<file path="src/rtl/gcl_pkg.sv">
`timescale 1ns / 1ps
`default_nettype none

package gcl_pkg;

    // Largest track count that a request may use on either axis.
    localparam int MAX_TRACKS = 256;

    // Field widths of registers, requests and results.
    localparam int ORG_W  = 16;
    localparam int EXT_W  = 15;
    localparam int CNT_W  = 9;
    localparam int GAP_W  = 10;
    localparam int IDX_W  = 8;
    localparam int SPAN_W = 9;
    localparam int END_W  = 10;
    localparam int OUT_W  = 18;

    // Internal arithmetic widths.
    localparam int GT_W    = 18;          // gap times index, also gap times (count - 1)
    localparam int INNER_W = 19;          // signed track extent without gaps
    localparam int MUL_W   = INNER_W + END_W + 1;
    localparam int PROD_W  = 28;          // signed inner times index
    localparam int MAG_W   = PROD_W - 1;  // magnitude of that product
    localparam int Q_W     = 18;          // quotient bits, one divider stage each
    localparam int SUM_W   = 21;          // signed edge and size before saturation

    // Configuration port.
    localparam int CFG_IDX_W  = 3;
    localparam int CFG_DATA_W = 16;

    // Stream payloads.
    localparam int IN_TDATA_W  = 40;
    localparam int OUT_TDATA_W = 72;

    // Request queue between front and back.
    localparam int QDEPTH = 4;
    localparam int QPTR_W = 2;

    // Divider lanes: near and far edge on each axis.
    localparam int LANES   = 4;
    localparam int LANE_X0 = 0;
    localparam int LANE_X1 = 1;
    localparam int LANE_Y0 = 2;
    localparam int LANE_Y1 = 3;

    typedef enum logic [CFG_IDX_W-1:0] {
        CFG_ORIGIN_X   = 3'd0,
        CFG_ORIGIN_Y   = 3'd1,
        CFG_AREA_W     = 3'd2,
        CFG_AREA_H     = 3'd3,
        CFG_COL_COUNT  = 3'd4,
        CFG_ROW_COUNT  = 3'd5,
        CFG_COL_GAP    = 3'd6,
        CFG_ROW_GAP    = 3'd7
    } t_cfg_idx;

    typedef struct packed {
        logic signed [ORG_W-1:0] origin_x;
        logic signed [ORG_W-1:0] origin_y;
        logic [EXT_W-1:0]        area_w;
        logic [EXT_W-1:0]        area_h;
        logic [CNT_W-1:0]        col_cnt;
        logic [CNT_W-1:0]        row_cnt;
        logic [GAP_W-1:0]        col_gap;
        logic [GAP_W-1:0]        row_gap;
    } t_cfg;

    localparam t_cfg CFG_RESET = '{
        origin_x: '0,
        origin_y: '0,
        area_w:   '0,
        area_h:   '0,
        col_cnt:  CNT_W'(1),
        row_cnt:  CNT_W'(1),
        col_gap:  '0,
        row_gap:  '0
    };

    // One classified request as it waits in the queue.
    typedef struct packed {
        logic                           in_range;
        logic [LANES-1:0][PROD_W-1:0]   prod;
        logic [LANES-1:0][GT_W-1:0]     gterm;
    } t_job;

    // Count as the layout uses it: zero reads as one, large counts are capped.
    function automatic logic [CNT_W-1:0] clamp_count(logic [CNT_W-1:0] c);
        logic [CNT_W-1:0] r;
        if (c == '0) begin
            r = CNT_W'(1);
        end else if (int'(c) > MAX_TRACKS) begin
            r = CNT_W'(MAX_TRACKS);
        end else begin
            r = c;
        end
        return r;
    endfunction

endpackage

`default_nettype wire

</file>
<file path="src/rtl/gcl_front.sv">
`timescale 1ns / 1ps
`default_nettype none

module gcl_front import gcl_pkg::*; (
    input  wire logic              i_clk,
    input  wire logic              i_rst_n,
    input  wire t_cfg              i_cfg,
    input  wire logic              i_valid,
    output logic                   o_ready,
    input  wire logic [IDX_W-1:0]  i_col,
    input  wire logic [IDX_W-1:0]  i_row,
    input  wire logic [SPAN_W-1:0] i_col_span,
    input  wire logic [SPAN_W-1:0] i_row_span,
    input  wire logic              i_full,
    output logic                   o_push,
    output t_job                   o_job
);

    logic [SPAN_W-1:0]        col_span_e;
    logic [SPAN_W-1:0]        row_span_e;
    logic [END_W-1:0]         col_end;
    logic [END_W-1:0]         row_end;
    logic [CNT_W-1:0]         ncol;
    logic [CNT_W-1:0]         nrow;
    logic [GT_W-1:0]          col_gaps;
    logic [GT_W-1:0]          row_gaps;
    logic signed [INNER_W-1:0] inner_x;
    logic signed [INNER_W-1:0] inner_y;
    logic                     fits;
    logic                     accept;

    logic                     r_vld;
    logic                     r_in_range;
    logic [LANES-1:0][END_W-1:0] r_idx;
    logic signed [INNER_W-1:0] r_inner_x;
    logic signed [INNER_W-1:0] r_inner_y;

    logic signed [MUL_W-1:0]  mul_full [LANES];
    logic [2*END_W-1:0]       gap_full [LANES];

    assign o_ready = !r_vld || !i_full;
    assign accept  = i_valid && o_ready;
    assign o_push  = r_vld && !i_full;

    // Classification: effective spans, far indexes, the grid fit test and the inner extents.
    always_comb begin
        col_span_e = (i_col_span == '0) ? SPAN_W'(1) : i_col_span;
        row_span_e = (i_row_span == '0) ? SPAN_W'(1) : i_row_span;
        col_end    = END_W'(i_col) + END_W'(col_span_e);
        row_end    = END_W'(i_row) + END_W'(row_span_e);
        ncol       = clamp_count(i_cfg.col_cnt);
        nrow       = clamp_count(i_cfg.row_cnt);
        fits       = (col_end <= END_W'(ncol)) && (row_end <= END_W'(nrow));
        col_gaps   = GT_W'(GT_W'(i_cfg.col_gap) * GT_W'(ncol - CNT_W'(1)));
        row_gaps   = GT_W'(GT_W'(i_cfg.row_gap) * GT_W'(nrow - CNT_W'(1)));
        inner_x    = $signed(INNER_W'(i_cfg.area_w)) - $signed(INNER_W'(col_gaps));
        inner_y    = $signed(INNER_W'(i_cfg.area_h)) - $signed(INNER_W'(row_gaps));
    end

    always_ff @(posedge i_clk) begin
        if (!i_rst_n) begin
            r_vld <= 1'b0;
        end else if (accept) begin
            r_vld <= 1'b1;
        end else if (o_push) begin
            r_vld <= 1'b0;
        end
    end

    always_ff @(posedge i_clk) begin
        if (accept) begin
            r_in_range       <= fits;
            r_idx[LANE_X0]   <= END_W'(i_col);
            r_idx[LANE_X1]   <= col_end;
            r_idx[LANE_Y0]   <= END_W'(i_row);
            r_idx[LANE_Y1]   <= row_end;
            r_inner_x        <= inner_x;
            r_inner_y        <= inner_y;
        end
    end

    // Inner extent times track index, and gap times track index, per lane.
    always_comb begin
        for (int l = 0; l < LANES; l++) begin
            if (l < LANE_Y0) begin
                mul_full[l] = r_inner_x * $signed({1'b0, r_idx[l]});
                gap_full[l] = END_W'(i_cfg.col_gap) * r_idx[l];
            end else begin
                mul_full[l] = r_inner_y * $signed({1'b0, r_idx[l]});
                gap_full[l] = END_W'(i_cfg.row_gap) * r_idx[l];
            end
            o_job.prod[l]  = mul_full[l][PROD_W-1:0];
            o_job.gterm[l] = gap_full[l][GT_W-1:0];
        end
        o_job.in_range = r_in_range;
    end

endmodule

`default_nettype wire

</file>
<file path="config.mk">
export PLATFORM = sky130hd
export DESIGN_NAME = gcl_front
export DESIGN_NICKNAME = d
export VERILOG_FILES = /design/src/rtl/gcl_pkg.sv /design/src/rtl/gcl_front.sv
export SDC_FILE = /design/constraint.sdc
export NUM_CORES = 2
export LEC_CHECK = 0
export ABC_AREA = 1
export BUFFER_PORTS_ARGS = -buffer_cell sky130_fd_sc_hd__buf_2
export CAP_MARGIN = 25
export CORE_ASPECT_RATIO = 2
export CORE_UTILIZATION = 60
export CTS_CLUSTER_SIZE = 10
export DETAILED_ROUTE_END_ITERATION = 12
export GPL_TIMING_DRIVEN = 0
export HOLD_SLACK_MARGIN = 0.02
export PLACE_DENSITY_LB_ADDON = 0.05
export SYNTH_ARGS = -nofsm -noshare
export SYNTH_HDL_FRONTEND = slang
export SYNTH_SLANG_ARGS = --single-unit
</file>
<file path="constraint.sdc">
create_clock -name i_clk -period 10.64 [get_ports i_clk]
set_input_delay 1.596 -clock i_clk [delete_from_list [all_inputs] [get_ports i_clk]]
set_output_delay 1.596 -clock i_clk [all_outputs]
set_load 0.02 [all_outputs]
</file>
==> results.json <==
{
  "status": "complete, no violations",
  "place_area_sq_mm": 0.05257,
  "fin_nets": 8701,
  "async_flop_share_pct": 0,
  "clkTransAtPathRegs_ps": 70,
  "wirelength_mm": 173.2,
  "row_count": 148,
  "overflow": 0,
  "synth_warnings": 0,
  "reg2reg_depth": 3,
  "arrival_ps": 9130,
  "skew_ps": 14.80,
  "die_h_microns": 408.9,
  "slowest_stage": "fa_1",
  "dieArea_sq_mm": 0.08402,
  "critPathRequiredTime_ps": 10770,
  "slowest_delay_ps": 550,
  "syn_to_final_growth_pct": 6.735,
  "end_kind": "flop",
  "portBuffers": 286,
  "grt_pass1_vias": 48478,
  "dpl.hpwl_mm": 149.9,
  "final.setup.tns_ps": 0,
  "rsz0062_at_grt": "false",
  "fillers": 7625,
  "setup_viol": 0,
  "insertion_delay_ps": 390,
  "ys_seq_area_share_pct": 4.574,
  "grt_max_degree": 26,
  "clock.fmax_ghz": 0.1111,
  "initialDrtViolationCount": 2448,
  "start_util_pct": 60.83,
  "grt_use_total_pct": 42.82,
  "hold-worst-slack_ps": 540.6,
  "crit_path_frequent_cell": "nand2_1",
  "min_period_ps": 8999,
  "rrSetupSlack_ps": 9250,
  "cts.sinks": 76,
  "maxSlewViolCount": 0,
  "cts_hold_buf": 0,
  "htreeDepth": 3,
  "drc": 0,
  "post-cts-setup-buffers": 0,
  "postLayoutCellArea_sq_mm": 0.05302,
  "fp.dieW_microns": 205.5,
  "critPathLaunchType": "primary input",
  "synth_cell_type_count": 49,
  "drtAntennaViolNets": 0,
  "vias": 44752,
  "layout-drive-gt1-share_pct": 5.434,
  "cp-endpoint": "r_inner_y[16]",
  "cts_resized": 0,
  "tightest_slew_ps": 1287,
  "slew_headroom_pct": 14.23,
  "antenna_found_initial": 5,
  "gp_congestion": 1.054,
  "r2r-end": "r_idx[11]",
  "crit_path_start": "i_cfg[24]",
  "cts_tree": "yes",
  "ys_seq_elements": 76,
  "synth_edf_count": 75,
  "cts_buffer_depth": 2,
  "dr.pass1.iters": 8,
  "synthFlopType": "edfxtp_1",
  "syn_area_sq_mm": 0.04968,
  "io_pins": 325,
  "fin_crit_sh_pct": 84.57,
  "wl_per_cell_microns": 21.29,
  "cp_top_family": "adder cells",
  "netlist_instances": 6752,
  "crit_fanout": 6,
  "cp.depth": 41,
  "syn_avg_cell_area_sq_um": 7.358,
  "timing.rr.start": "r_vld",
  "hold_path_class": "reg -> reg",
  "crit_type": "in -> reg",
  "grt_pass1_wl_mm": 265.2,
  "crit_buf_inv": 8,
  "cap_violations": 0,
  "viasPerCell": 5.499,
  "cts_root_buf": "clkbuf_16",
  "numCtsBuffers": 9,
  "core_sq_mm": 0.08166,
  "hold_viol_final": 0
}
[placed cells by master (no fill, tap or decap), types with 7 or more instances in the layout]
master     count
nand3_1      175
nor4_1        12
buf_8         11
inv_1       1914
inv_2          7
nand4_1       42
fa_1         910
a21o_1        15
a31oi_1        9
xnor2_1       78
xor2_1       152
a21oi_1      232
o21ai_2       12
clkbuf_16      9
nor3_1        23
clkbuf_1     211
ha_1         572
nand2_2       16
o21bai_1      22
buf_2        295
buf_1         29
nand2_1     1751
o211ai_1       7
o21ai_1        9
nor2_1       310
edfxtp_1      75
o21ai_0       93
conb_1        18
[how the worst min path moves through the flow]
stage                from     to  slack [ps]  cells after the start
global route        r_vld  r_vld         600                      2
global placement    r_vld  r_vld         480                      2
floorplan           r_vld  r_vld         630                      2
CTS                 r_vld  r_vld         550                      2
finish              r_vld  r_vld         540                      2
detailed placement  r_vld  r_vld         540                      2
[sequential cells by signal (all words and copies together), names as in the netlist]
register	count
r_vld	1
r_idx	36
r_inner_x	19
r_in_range	1
r_inner_y	19
[routing by layer]
layer	track usage, %	part of all wire (%)	vias up
met2	77.22	52	1906
met5	0	0.0046	-
li1	-	-	20278
met1	36.13	28	21580
met4	48.99	14	2
met3	7.565	5.8	986
[stage by stage]
| stage | std cells | worst slack, ps | utilization, % |
|---|---|---|---|
| 5_1_grt | 8135 | 1015 | 64.92 |
| 3_5_place_dp | 8108 | 1300 | 64.37 |
| 6_report | 8138 | 1641 | 64.93 |
| 2_1_floorplan | 6768 | 2787 | - |
| 3_3_place_gp | 8104 | 1355 | 64.27 |
| 4_1_cts | 8123 | 1679 | 64.69 |
[logic make-up (layout without fill, tap and decap cells)]
family	after synthesis	in the layout	synth area share (%)
buf+inv	2172	2489	16.45
simple gates	2359	2359	18.94
flops	76	76	4.574
xor+xnor	230	230	4.055
fa+ha+maj	1482	1482	51.08
other cells	2	21	0.01512
compound gates	431	431	4.891
[synth_stat cells, types with 12 or more instances]
master	number	area share, %
xnor2_1	78	1.4
edfxtp_1	75	4.5
a21o_1	15	0.23
buf_1	29	0.22
fa_1	910	37
nand4_1	42	0.53
o21ai_0	93	0.94
ha_1	572	14
clkbuf_1	211	1.6
inv_1	1914	14
nor4_1	12	0.15
nand2_1	1751	13
nor2_1	310	2.3
nand3_1	175	1.8
o21ai_2	12	0.21
a21oi_1	233	2.3
o21bai_1	22	0.33
xor2_1	152	2.7
nand2_2	16	0.20
nor3_1	23	0.23
[worst register-to-register path, cell delays in order (launching register included)]
cell and delay [ps]:
dfxtp_1 350, a21oi_4 230, buf_12 230, buf_12 220
[area by class of cell]
class                      count  area, sq um  share of cell area, %
sequential                    76         2272                  4.285
antenna                        3        7.507                0.01416
inverter                    1922         7217                  13.61
clock inverter                 6        32.53                0.06135
timing repair buffer         302         1695                  3.197
multi-input combinational   4520        39310                  74.13
clock buffer                   9        225.2                 0.4247
buffer                       250        953.4                  1.798
tap                         1050         1314                  2.478
Power is left out: the tool's default activity adds up to more than one toggle a clock period on the data nets, which glitch-free logic cannot reach.
