==> config.mk <==
export PLATFORM = sky130hd
export DESIGN_NAME = gcl_queue
export DESIGN_NICKNAME = d
export VERILOG_FILES = /design/src/rtl/gcl_pkg.sv /design/src/rtl/gcl_queue.sv
export SDC_FILE = /design/constraint.sdc
export NUM_CORES = 1
export LEC_CHECK = 0
export BUFFER_PORTS_ARGS = -buffer_cell sky130_fd_sc_hd__buf_2
export CAP_MARGIN = 30
export CORE_AREA = 2 2 226 228
export DETAILED_ROUTE_END_ITERATION = 8
export DIE_AREA = 0 0 228 230
export PLACE_DENSITY = 0.75
export SETUP_SLACK_MARGIN = 0.02
export SYNTH_ARGS = -nofsm -noshare
export SYNTH_HDL_FRONTEND = slang
export SYNTH_SLANG_ARGS = --single-unit
==> constraint.sdc <==
create_clock -name i_clk -period 7.23 [get_ports i_clk]
set_clock_uncertainty 0.05 [all_clocks]
set_input_delay 1.0845 -clock i_clk [delete_from_list [all_inputs] [get_ports i_clk]]
set_output_delay 1.0845 -clock i_clk [all_outputs]
set_load 0.02 [all_outputs]
==> src/rtl/gcl_pkg.sv <==
`timescale 1ns / 1ps
`default_nettype none

package gcl_pkg;

    // Largest track count that a request may use on either axis.
    localparam int MAX_TRACKS = 256;

    // Field widths of registers, requests and results.
    localparam int ORG_W  = 16;
    localparam int EXT_W  = 15;
    localparam int CNT_W  = 9;
    localparam int GAP_W  = 10;
    localparam int IDX_W  = 8;
    localparam int SPAN_W = 9;
    localparam int END_W  = 10;
    localparam int OUT_W  = 18;

    // Internal arithmetic widths.
    localparam int GT_W    = 18;          // gap times index, also gap times (count - 1)
    localparam int INNER_W = 19;          // signed track extent without gaps
    localparam int MUL_W   = INNER_W + END_W + 1;
    localparam int PROD_W  = 28;          // signed inner times index
    localparam int MAG_W   = PROD_W - 1;  // magnitude of that product
    localparam int Q_W     = 18;          // quotient bits, one divider stage each
    localparam int SUM_W   = 21;          // signed edge and size before saturation

    // Configuration port.
    localparam int CFG_IDX_W  = 3;
    localparam int CFG_DATA_W = 16;

    // Stream payloads.
    localparam int IN_TDATA_W  = 40;
    localparam int OUT_TDATA_W = 72;

    // Request queue between front and back.
    localparam int QDEPTH = 4;
    localparam int QPTR_W = 2;

    // Divider lanes: near and far edge on each axis.
    localparam int LANES   = 4;
    localparam int LANE_X0 = 0;
    localparam int LANE_X1 = 1;
    localparam int LANE_Y0 = 2;
    localparam int LANE_Y1 = 3;

    typedef enum logic [CFG_IDX_W-1:0] {
        CFG_ORIGIN_X   = 3'd0,
        CFG_ORIGIN_Y   = 3'd1,
        CFG_AREA_W     = 3'd2,
        CFG_AREA_H     = 3'd3,
        CFG_COL_COUNT  = 3'd4,
        CFG_ROW_COUNT  = 3'd5,
        CFG_COL_GAP    = 3'd6,
        CFG_ROW_GAP    = 3'd7
    } t_cfg_idx;

    typedef struct packed {
        logic signed [ORG_W-1:0] origin_x;
        logic signed [ORG_W-1:0] origin_y;
        logic [EXT_W-1:0]        area_w;
        logic [EXT_W-1:0]        area_h;
        logic [CNT_W-1:0]        col_cnt;
        logic [CNT_W-1:0]        row_cnt;
        logic [GAP_W-1:0]        col_gap;
        logic [GAP_W-1:0]        row_gap;
    } t_cfg;

    localparam t_cfg CFG_RESET = '{
        origin_x: '0,
        origin_y: '0,
        area_w:   '0,
        area_h:   '0,
        col_cnt:  CNT_W'(1),
        row_cnt:  CNT_W'(1),
        col_gap:  '0,
        row_gap:  '0
    };

    // One classified request as it waits in the queue.
    typedef struct packed {
        logic                           in_range;
        logic [LANES-1:0][PROD_W-1:0]   prod;
        logic [LANES-1:0][GT_W-1:0]     gterm;
    } t_job;

    // Count as the layout uses it: zero reads as one, large counts are capped.
    function automatic logic [CNT_W-1:0] clamp_count(logic [CNT_W-1:0] c);
        logic [CNT_W-1:0] r;
        if (c == '0) begin
            r = CNT_W'(1);
        end else if (int'(c) > MAX_TRACKS) begin
            r = CNT_W'(MAX_TRACKS);
        end else begin
            r = c;
        end
        return r;
    endfunction

endpackage

`default_nettype wire

==> src/rtl/gcl_queue.sv <==
`timescale 1ns / 1ps
`default_nettype none

module gcl_queue import gcl_pkg::*; (
    input  wire logic i_clk,
    input  wire logic i_rst_n,
    input  wire logic i_push,
    input  wire t_job i_job,
    output logic      o_full,
    input  wire logic i_pop,
    output logic      o_empty,
    output t_job      o_job
);

    t_job              r_mem [QDEPTH];
    logic [QPTR_W-1:0] r_wr;
    logic [QPTR_W-1:0] r_rd;
    logic [QPTR_W:0]   r_cnt;
    logic              do_push;
    logic              do_pop;

    assign o_full  = (r_cnt == (QPTR_W + 1)'(QDEPTH));
    assign o_empty = (r_cnt == '0);
    assign do_push = i_push && !o_full;
    assign do_pop  = i_pop && !o_empty;
    assign o_job   = r_mem[r_rd];

    always_ff @(posedge i_clk) begin
        if (!i_rst_n) begin
            r_wr  <= '0;
            r_rd  <= '0;
            r_cnt <= '0;
        end else begin
            if (do_push) begin
                r_wr <= r_wr + QPTR_W'(1);
            end
            if (do_pop) begin
                r_rd <= r_rd + QPTR_W'(1);
            end
            if (do_push && !do_pop) begin
                r_cnt <= r_cnt + (QPTR_W + 1)'(1);
            end else if (do_pop && !do_push) begin
                r_cnt <= r_cnt - (QPTR_W + 1)'(1);
            end
        end
    end

    always_ff @(posedge i_clk) begin
        if (do_push) begin
            r_mem[r_wr] <= i_job;
        end
    end

endmodule

`default_nettype wire

==> results.toml, run 1 <==
[status]
status = "complete, no violations"

[synth]
yosys.area.top_type_share_pct = 81.7
synth_edf_count = 740
synth_fp_nets = 1210
synth_area_sq_um = 27200
synth_cells = 1015
yosys_warnings = 0
synth-async-reset-ratio_pct = 0
ys_ff_latch = 749
yosysSeqAreaShare_pct = 82.4
yosysTopAreaCell = "edfxtp_1"
syn_area_per_cell_sq_um = 26.8
yosys.cell_types.count = 23
synth_ff_type = "edfxtp_1"
ys_top_cells_by_area = "edfxtp_1, mux4_2, buf_6, dfxtp_1, buf_2"

[worst_setup_path]
worstSetupStartpointType = "flop"
path_class = "flop to output port"
timing.critical_path.required_ns = 6.10
end_kind = "output port"
cp_max_fo = 54
worstPathArrival_ns = 2.90

[clocking]
cts_made_buffers = 74
clk_pin_slew_ns = 0.06
cts_buffer_depth = 3
cts_max_level = 3
cts_tree = "built"
root_buffer = "clkbuf_16"
postCtsSetupBuffers = 0
holdBufCountCts = 0
cts-resized-gates = 0
clock_latency_ns = 0.59
cts_sinks = 749

[global_routing]
grt_start_max_net_pins = 98
grt_pass1_vias = 12900
grt_use_total_pct = 20.0
grt_overflow_total = 0
antenna_found_initial = 14
grt_pass1_wl_um = 78500

[power_and_ir_drop]
leakage_nw = 10.7
peakVddDrop_mv = 0.248
power.density_nw_per_um2 = 375

[place]
gp_congestion = 0.742
port_buffers = 375
dp_hpwl_um = 30100
place_ws_ns = 3.56

[final_layout]
layout-area-overhead-vs-synth_pct = 18.3
multi_input_area_sq_um = 4450
register_area_sq_um = 22400
drive_gt1_share_pct = 45.5
finalNetCount = 1629
fillerInstances = 3221

[drt]
totalWireLength_um = 51900
drt-initial-drc-count = 888
wl_per_cell_um = 23.9
viasPerCell = 5.60
route.detailed.drc = 0
antenna_left = 0
vias = 12200
drt-pass1-iter-count = 7

[floorplanning]
start_util_pct = 54.5
ioPinCount = 376
die_area_sq_um = 52400
die_h_um = 230
core_region_area_sq_um = 49900
row_count = 82
die_w_um = 228

[sta]
final_max_slew_viol_count = 0
setup_viol = 0
rsz0062_at_grt = "no"
fmax_mhz = 248
fin_setup_tns_ns = 0
finalWorstPathRequiredPeriod_ns = 4.03
setup_ws_ns = 3.20
finalHoldViolations = 0
relSlewSlack_pct = 40.0
worstMarginPinSlew_ns = 0.900
min_period_over_period_pct = 55.8

[run]
maxCapViolations = 0

[hold_path]
hold_class = "flop to flop"
report_power, final:
group          leakage (nW)  switching (mW)  internal, mW
clock network          1.15            1.50          2.20
logic                  2.67            1.75          1.21
registers              6.86           0.132          5.27
total                  10.7            3.39          8.68
layout by cell type (no fill, tap or decap), types with 2 or more instances in the layout:
cell        count
inv_6           3
ha_1            5
bufinv_16       6
clkbuf_1       21
buf_12          7
mux2i_1         3
diode_2         8
clkinvlp_4      3
mux4_2        185
clkinv_1       13
inv_1           3
and2_1          4
buf_4           5
clkbuf_8        3
xnor2_1         3
dfxtp_4         2
nor2b_1         2
clkinv_2        9
dfxtp_1         7
and2_4          4
edfxtp_1      740
clkbuf_16      77
nand2_1         4
buf_2         375
Yosys cell counts, drive strengths merged, types with 2 or more instances:
master and count:
dfxtp 9, and2 8, mux4 185, clkbuf 4
xnor2 3, mux2i 3, ha 5, buf 40
edfxtp 740, nand2 4, inv 3, nor2b 2
critical path, stage by stage, from the launching register on:
cell     delay [ns]
dfxtp_4        0.86
buf_4          0.69
mux4_2         0.44
buf_2          0.18
final cells by class:
| type | instances | area share (%) |
|---|---|---|
| Inverter | 3 | 0.0350 |
| Tap cell | 672 | 2.61 |
| Clock inverter | 34 | 1.00 |
| Timing Repair Buffer | 387 | 6.39 |
| Sequential cell | 749 | 69.7 |
| Antenna cell | 8 | 0.0623 |
| Clock buffer | 101 | 6.37 |
| Multi-Input combinational cell | 219 | 13.8 |
registers in the layout, indices dropped and copies added (netlist names), named ones only:
signal and flops:
r_cnt 3, r_mem 740, r_rd 2, r_wr 2
path summary, 6_finish.rpt:
check / startpoint / end / slack, ns / cells past startpoint
max: flop / o_job[63] / 3.20 / 3
min: r_wr[1]$_SDFFE_PN0P_ / r_wr[1]$_SDFFE_PN0P_ / 0.45 / 2
max reg2reg: r_cnt[0]$_SDFFE_PN0P_ / r_mem[2][162]$_DFFE_PP_ / 4.17 / 4
min reg2reg: r_wr[1]$_SDFFE_PN0P_ / r_wr[1]$_SDFFE_PN0P_ / 0.45 / 2
cells by family (layout without fill, tap and decap cells):
kind of cell | count (synthesis) | in the layout | synth area share, %
AO/OA/AOI/OAI | 4 | 4 | 0.106
XOR/XNOR | 4 | 4 | 0.129
adder cells (fa/ha/maj) | 6 | 6 | 0.304
buffers and inverters | 47 | 525 | 1.27
flip-flops | 749 | 749 | 82.4
multiplexers | 188 | 188 | 15.4
other | 0 | 8 | 0
AND/OR/NAND/NOR | 17 | 17 | 0.354
metrics by stage:
| stage | hold slack (ns) | std cells | util, % | cell area [sq um] | total power [mW] |
|---|---|---|---|---|---|
| after CTS | 0.457 | 2165 | 64.4 | 32100 | 12.2 |
| after floorplan | 0.418 | 1015 | - | 27200 | 7.66 |
| after global routing | 0.493 | 2170 | 64.5 | 32100 | 12.6 |
| after global placement | 0.433 | 2030 | 59.7 | 29800 | 8.46 |
| final | 0.452 | 2173 | 64.5 | 32200 | 12.1 |
| after detailed placement | 0.450 | 2030 | 59.7 | 29800 | 8.50 |
routing by layer:
metal | up-vias | track usage, % | wire length (um)
li1 | 5257 | - | -
met1 | 6358 | 26.7 | 20400
met2 | 455 | 31.9 | 25700
met3 | 79 | 6.19 | 4630
met4 | 12 | 6.90 | 1140
met5 | - | 0 | 80
Note: power is estimated with default switching activity, not from simulation.
==> run 2, diff against run 1 <==
==> constraint.sdc (replaced) <==
create_clock -name i_clk -period 4 [get_ports i_clk]
set_clock_uncertainty 0.05 [all_clocks]
set_input_delay 0.6 -clock i_clk [delete_from_list [all_inputs] [get_ports i_clk]]
set_output_delay 0.6 -clock i_clk [all_outputs]
set_load 0.02 [all_outputs]
==> run 2 against run 1 <==
  * Clock-buffer cell count decreased by 7
  * Register-to-register slack got worse by 2.9 ns
  * Non-clock buffer count increased by 29
  * Final cell count increased by 1.2%
  * Combinational power increased by 86%
  * Total power increased by 80%
  * Sequential power increased by 82%
  * Die area unchanged
  * Clock power increased by 74%
  * Via count increased by 1.9%
  * First-iteration DRC count increased by 20%
  * Highest routed layer unchanged
==> results.toml, run 2 (synthesized netlist as in run 1, its figures left out) <==
[sta]
rsz0062_at_grt = "no"
fin_setup_tns_ns = 0
finalHoldViolations = 0
min_period_over_period_pct = 81.9
finalWorstPathRequiredPeriod_ns = 3.28
final_max_slew_viol_count = 0
fmax_mhz = 305
worstMarginPinSlew_ns = 0.810
relSlewSlack_pct = 46.0
setup_viol = 0

[worst_setup_path]
cp_max_fo = 30
path_class = "flop to output port"
worstPathArrival_ns = 2.63
cp_cell_sequence = "buf_12 -> mux4_2 -> buf_2"
timing.rr.start = "r_cnt[0]$_SDFFE_PN0P_"
timing.critical_path.required_ns = 3.35
crit_family = "flip-flops"
critPathBufInv = 2
worstSetupStartpointType = "flop"
cpPeakStageDelay_ns = 0.88
end_kind = "output port"
slowest_stage = "dfxtp_4"

[final_layout]
layout-area-overhead-vs-synth_pct = 19.2
top_register = "r_mem"
drive_gt1_share_pct = 46.1
fin_cells = 2200
largestRegisters = "r_mem: 740 flops, r_cnt: 3 flops"
mostFrequentLayoutCells = "edfxtp_1, buf_2, mux4_2, clkbuf_16, clkinv_1"
largest_reg_flops = 740
finalNetCount = 1658
mostFrequentLayoutCell = "edfxtp_1"

[place]
place_inst = 2059
port_buffers = 375
gp_congestion = 0.749
dp_hpwl_um = 32700

[global_routing]
grt_pass1_wl_um = 80700
antenna_found_initial = 13
grt_use_total_pct = 20.8
grt_start_max_net_pins = 97
grt_pass1_vias = 13100
grt_overflow_total = 0

[drt]
totalWireLength_um = 53900
antenna_left = 0
drt-pass1-iter-count = 5
viasPerCell = 5.63
wl_per_cell_um = 24.5
drt-initial-drc-count = 1066
vias = 12400
route.detailed.drc = 0

[clocking]
cts_sinks = 749
cts-resized-gates = 0
cts_max_level = 3
clk_pin_slew_ns = 0.06
clock_latency_ns = 0.61
cts_buffer_depth = 3
cts_tree = "built"
root_buffer = "clkbuf_16"
holdBufCountCts = 0
cts_made_buffers = 74
postCtsSetupBuffers = 0

[power_and_ir_drop]
power.density_nw_per_um2 = 672
peakVddDrop_mv = 0.489
leakage_nw = 10.8

[hold_path]
hp-start = "i_job[17]"
hold_class = "input pin to flop"

[floorplanning]
die_w_um = 228
core_region_area_sq_um = 49900
start_util_pct = 54.5
ioPinCount = 376
die_h_um = 230
row_count = 82
die_area_sq_um = 52400

[run]
maxCapViolations = 0

[status]
status = "complete, no violations"
[run 2: cell count changes in the layout (fill, tap and decap cells not counted), sizes merged]
cell      previous run  this run
bufinv               6         2
clkinv              22        34
buf                387       416
clkbuf             101        94
clkinvlp             3         2
inv                  6         3
diode                8         9
[run 2: layer usage]
metal	vias up	share of wire [%]	global-route usage [%]
met4	12	2.2	7.41
met5	-	0.14	0
met1	6499	39	27.2
li1	5317	-	-
met2	473	51	34.1
met3	86	8.2	5.79
[run 2: worst paths after layout]
| check | endpoint | slack (ns) | cells after the start |
|---|---|---|---|
| worst max-delay path | o_job[2] | 0.72 | 3 |
| worst min-delay path | r_mem[2][17]$_DFFE_PP_ | 0.15 | 1 |
| worst max register to register | r_mem[2][67]$_DFFE_PP_ | 1.30 | 4 |
| worst min register to register | r_wr[1]$_SDFFE_PN0P_ | 0.46 | 2 |
[run 2: worst register-to-register path, stage by stage, from the launching register on]
cell and delay, ns:
dfxtp_1 0.46, nor3b_1 0.14, nor2b_1 0.48, and2_4 0.76, buf_4 0.48
[run 2: metrics by stage]
step | util (%) | hold slack, ns | instance area, sq um | power (mW) | setup WS [ns]
2_1_floorplan | - | 0.418 | 27200 | 13.8 | 0.243
3_3_place_gp | 60.5 | 0.430 | 30100 | 15.5 | 1.26
3_5_place_dp | 60.5 | 0.453 | 30100 | 15.6 | 1.20
4_1_cts | 65.0 | 0.108 | 32400 | 22.0 | 0.620
5_1_grt | 65.0 | 0.131 | 32400 | 22.6 | 0.577
6_report | 65.0 | 0.149 | 32400 | 21.8 | 0.725
[run 2: final cells by class]
class	count	area, sq um
diodes	9	22.5
clock buffers	94	2010
clock inverters	38	233
fillers	3203	17500
inverters	3	11.3
multi-input cells	219	4450
flip-flops and latches	749	22400
well taps	672	841
repair buffers	416	2430
[run 2: where the power goes]
group	switching, mW	internal, mW	total [mW]
clock network	2.74	3.68	6.42
logic	3.17	2.34	5.52
registers	0.314	9.53	9.84
total	6.23	15.5	21.8
